## src/hdl/sacl_pkg.sv

```systemverilog
// Shared widths, register indexes and controller/datapath interface types.
package sacl_pkg;

   localparam int OFS_W   = 4;
   localparam int SETB_W  = 4;
   localparam int WAYB_W  = 2;
   localparam int SET_W   = 2**SETB_W - 1;
   localparam int WFULL_W = 2**WAYB_W;
   localparam int BASE_W  = SET_W + 2**WAYB_W - 1;
   localparam int CNT_W   = 32;
   localparam int CSR_AW  = 4;
   localparam int CSR_DW  = 32;

   localparam logic [CNT_W-1:0] CNT_MAX = '1;

   localparam logic [1:0] REG_OFFSET_BITS = 2'd0;
   localparam logic [1:0] REG_SET_BITS    = 2'd1;
   localparam logic [1:0] REG_WAY_BITS    = 2'd2;

   localparam logic [OFS_W-1:0]  OFS_RST  = 4'd4;
   localparam logic [SETB_W-1:0] SETB_RST = 4'd8;
   localparam logic [WAYB_W-1:0] WAYB_RST = 2'd0;

   typedef struct packed {
      logic clear;
      logic load;
      logic mod_step;
      logic scan_start;
      logic scan;
      logic write;
   } sacl_cmd_type;

   typedef struct packed {
      logic clear_last;
      logic mod_done;
      logic scan_done;
      logic out_free;
   } sacl_sts_type;

endpackage

```

## src/hdl/sacl_ctrl.sv

```systemverilog
// Sequencer: clearing pass, set index reduction, way scan and write-back.
module sacl_ctrl
   import sacl_pkg::*;
(
   input  logic         clock,
   input  logic         reset,
   input  logic         req_tvalid,
   output logic         req_tready,
   input  sacl_sts_type st,
   output sacl_cmd_type cmd
);

   typedef enum logic [2:0] {
      ST_CLEAR,
      ST_IDLE,
      ST_MOD,
      ST_SCAN,
      ST_WRITE
   } state_type;

   state_type state_ff, state_in;

   always_comb begin
      state_in = state_ff;
      cmd      = '0;
      unique case (state_ff)
         ST_CLEAR: begin
            cmd.clear = 1'b1;
            if (st.clear_last) begin
               state_in = ST_IDLE;
            end
         end
         ST_IDLE: begin
            if (req_tvalid) begin
               cmd.load = 1'b1;
               state_in = ST_MOD;
            end
         end
         ST_MOD: begin
            cmd.mod_step = 1'b1;
            if (st.mod_done) begin
               cmd.scan_start = 1'b1;
               state_in       = ST_SCAN;
            end
         end
         ST_SCAN: begin
            cmd.scan = 1'b1;
            if (st.scan_done) begin
               state_in = ST_WRITE;
            end
         end
         ST_WRITE: begin
            // hold until the result register can take the new result
            if (st.out_free) begin
               cmd.write = 1'b1;
               state_in  = ST_IDLE;
            end
         end
         default: state_in = ST_CLEAR;
      endcase
   end

   always_ff @(posedge clock) begin
      if (reset) begin
         state_ff <= ST_CLEAR;
      end else begin
         state_ff <= state_in;
      end
   end

   assign req_tready = (state_ff == ST_IDLE);

endmodule

```

## config.mk

```make
export PLATFORM = sky130hd
export DESIGN_NAME = sacl_ctrl
export DESIGN_NICKNAME = d
export VERILOG_FILES = /design/src/hdl/sacl_pkg.sv /design/src/hdl/sacl_ctrl.sv
export SDC_FILE = /design/constraint.sdc
export NUM_CORES = 1
export LEC_CHECK = 0
export BUFFER_PORTS_ARGS = -buffer_cell sky130_fd_sc_hd__buf_2
export CORE_AREA = 3 3 40 42
export DETAILED_ROUTE_END_ITERATION = 16
export DIE_AREA = 0 0 43 45
export PLACE_DENSITY_LB_ADDON = 0.15
export RECOVER_POWER = 25
export SLEW_MARGIN = 20
export SYNTH_ARGS = -nofsm -noshare
export SYNTH_HDL_FRONTEND = slang
export SYNTH_SLANG_ARGS = --single-unit
```

## constraint.sdc

```tcl
create_clock -name clock -period 0.9 [get_ports clock]
set_input_delay 0.18 -clock clock [delete_from_list [all_inputs] [get_ports clock]]
set_output_delay 0.18 -clock clock [all_outputs]
set_load 0.01 [all_outputs]
```

After elaboration in Yosys (flattened, before gate mapping)
Cells that the tools add are included.

Bits in registers: 3. Latch bits: 0. RAM bits: 0. ROM bits: 0. Input bits: 7. Memories kept: 0.

$add $sub $neg: 0. $mul: 0. Divide/modulo/power cells: 0. Order comparisons: 0. Eq/ne operators: 9. Shift-type cells: 0. Multiplexer cells: 14. Bitwise logic cells: 0. Reductions and logical operators: 2.

Operators by type and width (count): $mux 3 (5); $pmux 3 s5 (1); $ne 2x2->1 const B (5); $mux 1 (7); $eq 3x2->1 const B (2); $reduce_and 5->1 (1); $eq 3x1->1 const B (1); $eq 3x3->1 const B (1); $logic_not 3->1 (1); $mux 2 (1).

Depth between registers and ports, before layout
Word-level depth: 3. Depth in mapped cells: 4. Mapped depth without buffers: 3.

Worst setup path before layout
OpenSTA, ideal clock, no wires.

Path kind: reg-to-output. From: reg state_ff[1]. To: out cmd[2] (netlist bit). Data arrival time: 935 ps. Required time: 720 ps. Slack: -215 ps. Stages on the path, launching flop included: 4. Path buffers: 1. Cells stage by stage: dfxtp_1 buf_6 nor3b_2 and2_1.

RTL lines: start, declared (line sacl_ctrl.sv:21) `state_type state_ff, state_in;`; start signal, assigned (line sacl_ctrl.sv:67) `state_ff <= state_in;`; end, declared (line sacl_ctrl.sv:10) `output sacl_cmd_type cmd`.

==> impl_metrics.json <==
{
  "post-route-period-util": 1.37,
  "final.setup_skew_ns": 0.00651,
  "use_met2": 0.180,
  "p_int_mw": 0.464,
  "reg_top3": "state_ff: 3 flops",
  "cp.required_ns": 0.72,
  "final_max_slew_viol_count": 0,
  "synth-seq-cells": 3,
  "report.power.total_mw": 0.675,
  "peakVddDrop_uv": 354,
  "pin_count_of_the_biggest_net_entering_global_routing": 8,
  "use_met3": 0.00398,
  "fin_crit_ns": 1.24,
  "reg2reg_slack_ns": -0.25,
  "clkPwrFrac": 0.365,
  "worst-path-buf-inv": 1,
  "number_of_flip_flops_in_the_largest_register": 3,
  "syn_area_per_cell_um2": 9.05,
  "regMostFlops": "state_ff",
  "gp_routability_congestion": 0.712,
  "worst-slew-pin-transition_ns": 0.200,
  "hpwlAfterDp_um": 520,
  "die-area_um2": 1940,
  "remaining_global_route_overflow": 0,
  "grtUsageTotal": 0.0973,
  "worst_hold_path_type": "in -> reg",
  "drt_drc_violations_left": 0,
  "setup-violations-final": 10,
  "cts_htree_levels": 1,
  "max_stage_delay_ns": 0.37,
  "sw_frac_of_total": 0.313,
  "synth.yosys.seq_area_share": 0.221,
  "most_frequent_standard_cell_in_the_layout_excluding_fill_and_tap_cells": "sky130_fd_sc_hd__buf_2",
  "share_of_total_power_in_sequential_cells": 0.247,
  "io_pins": 14,
  "timing_worst_setup_path_type": "reg -> out",
  "clock-sinks": 3,
  "max_cap_violations": 0,
  "final_critical_path_setup_slack_ns": -0.336,
  "diodes": 0,
  "routedWlPerCell_um": 11.4,
  "p_comb_frac": 0.387,
  "synthesis.area_um2": 272,
  "cpMaxStageDelayCell": "sky130_fd_sc_hd__dfxtp_4",
  "static-leakage-power_nw": 0.234,
  "cp_cell_sequence": "nor3b_4 > and2_4 > buf_6",
  "post_drt_via_cell_ratio": 4.37,
  "drive_above_1_share": 0.836,
  "start_util": 0.211,
  "tritoncts": "done",
  "route.vias.total": 306,
  "syn-num-nets": 37,
  "hold_start": "reset",
  "power_density_nw_per_um2": 1280,
  "area_growth_pct": 93.5,
  "clock_latency_ns": 0.24,
  "vertical_extent_of_the_die_um": 45,
  "nets": 63,
  "first_global_vias": 319,
  "worst_setup_hold_path_clk_slew_ns": 0.04,
  "area_of_the_core_region_um2": 1280,
  "clk_path_buf_depth": 2,
  "most-common-layout-cells": "11 x sky130_fd_sc_hd__buf_2, 7 x sky130_fd_sc_hd__buf_4, 6 x sky130_fd_sc_hd__buf_6, 3 x sky130_fd_sc_hd__clkbuf_4, 3 x sky130_fd_sc_hd__dfxtp_4",
  "post_synthesis_instance_total": 30,
  "final_hold_viol_count": 0,
  "status": "finished, violations left",
  "dpl.cell_count": 59,
  "post_cts_hold_buffer_count": 0,
  "drt_iter0_drc": 4,
  "stdcell_count": 70,
  "worst_setup_path_start_kind": "flip-flop",
  "timing.critical_path.from": "state_ff[0]",
  "rsz_0062_raised_after_global_routing": "true",
  "synthDistinctLibCells": 23,
  "wire_length_of_the_first_global_routing_pass_um": 1360,
  "wirelength_um": 795,
  "synth_warnings": 0,
  "netsw_mw": 0.211,
  "max_slew_margin": 0.865,
  "placementRows": 13,
  "use_met1": 0.0983,
  "worstPathArrival_ns": 1.06,
  "buffer_ports.inserted": 13,
  "fin_tns_setup_ns": -2.50,
  "cts_buffers": 3,
  "die_w_um": 43,
  "worst_r2r_startpoint": "state_ff[1]",
  "ant_nets": 0,
  "timing.critical_path.max_delay_family": "flip-flops",
  "critical_path.endpoint_type": "primary output",
  "first_pass_iters": 2,
  "fmax_mhz": 809,
  "placement.setup.worst_slack_ns": -0.225,
  "root_cell_of_the_clock_tree": "sky130_fd_sc_hd__clkbuf_4",
  "grt-busiest-layer": "met2",
  "grt_antenna_before_repair": 0,
  "worstPathMaxFanout": 5,
  "violations_in_the_final_reports": "negative setup slack"
}
## repair_timing
action / in CTS / in global routing
gates cloned: 0 / 0
setup buffers: 6 / 1
endpoints found under the setup margin: 10 / 10
resized for setup: 12 / 9
pin swaps: 4 / 8
## path summary, 6_finish.rpt
kind / endpoint / cells after the start
max: cmd[2] / 3
min: state_ff[1] / 2
max reg2reg: state_ff[0] / 5
min reg2reg: state_ff[1] / 2
## metal layers
metal	routed length [um]	share of wire
met2	394	0.50
met3	46	0.058
met5	0	0
met4	29	0.036
met1	324	0.41
## per-stage QoR
stage / hold slack, ns / util / instance area, um^2
detailed placement: 0.396 / 0.285 / 367
CTS: 0.135 / 0.373 / 479
global placement: 0.396 / 0.285 / 367
finish: 0.146 / 0.409 / 526
floorplan: 0.249 / - / 290
global route: 0.170 / 0.409 / 526
## area by class of cell
| type | instances | area [um^2] |
|---|---|---|
| clock buffers | 4 | 26.3 |
| fillers | 137 | 759 |
| inverters | 1 | 3.75 |
| multi-input cells | 23 | 230 |
| flip-flops and latches | 3 | 71.3 |
| well taps | 15 | 18.8 |
| repair buffers | 24 | 175 |
## cell usage after synthesis, drive strengths merged
| cell type | instances | area, um^2 |
|---|---|---|
| a2bb2oi | 1 | 8.76 |
| nand3 | 1 | 5.00 |
| dfxtp | 3 | 60.1 |
| nor4bb | 1 | 10.0 |
| nand2 | 1 | 3.75 |
| and2 | 2 | 12.5 |
| nor3 | 2 | 10.0 |
| inv | 1 | 3.75 |
| nand2b | 3 | 28.8 |
| buf | 3 | 37.5 |
| nor2 | 3 | 11.3 |
| nor2b | 2 | 20.0 |
| a21oi | 1 | 5.00 |
| a211oi | 1 | 7.51 |
| a31oi | 1 | 6.26 |
| o21ai | 1 | 5.00 |
| nor3b | 1 | 12.5 |
| a211o | 1 | 8.76 |
| nor4b | 1 | 15.0 |
## power by group through the flow
stage                     clock [mW]  sequential [mW]  combinational (mW)
after floorplan                    0            0.154               0.141
after global placement             0            0.173               0.169
after detailed placement           0            0.174               0.169
after CTS                      0.261            0.163               0.236
after global routing           0.269            0.170               0.287
final                          0.247            0.167               0.262
## kinds of logic (layout without fill, tap and decap cells)
family,Yosys count,count (layout),synth area share
AOI/OAI and AO/OA,6,6,0.152
buffers and inverters,4,29,0.152
DFF,3,3,0.221
and+or+nand+nor,17,17,0.475
Power figures use the tool's default switching activity.
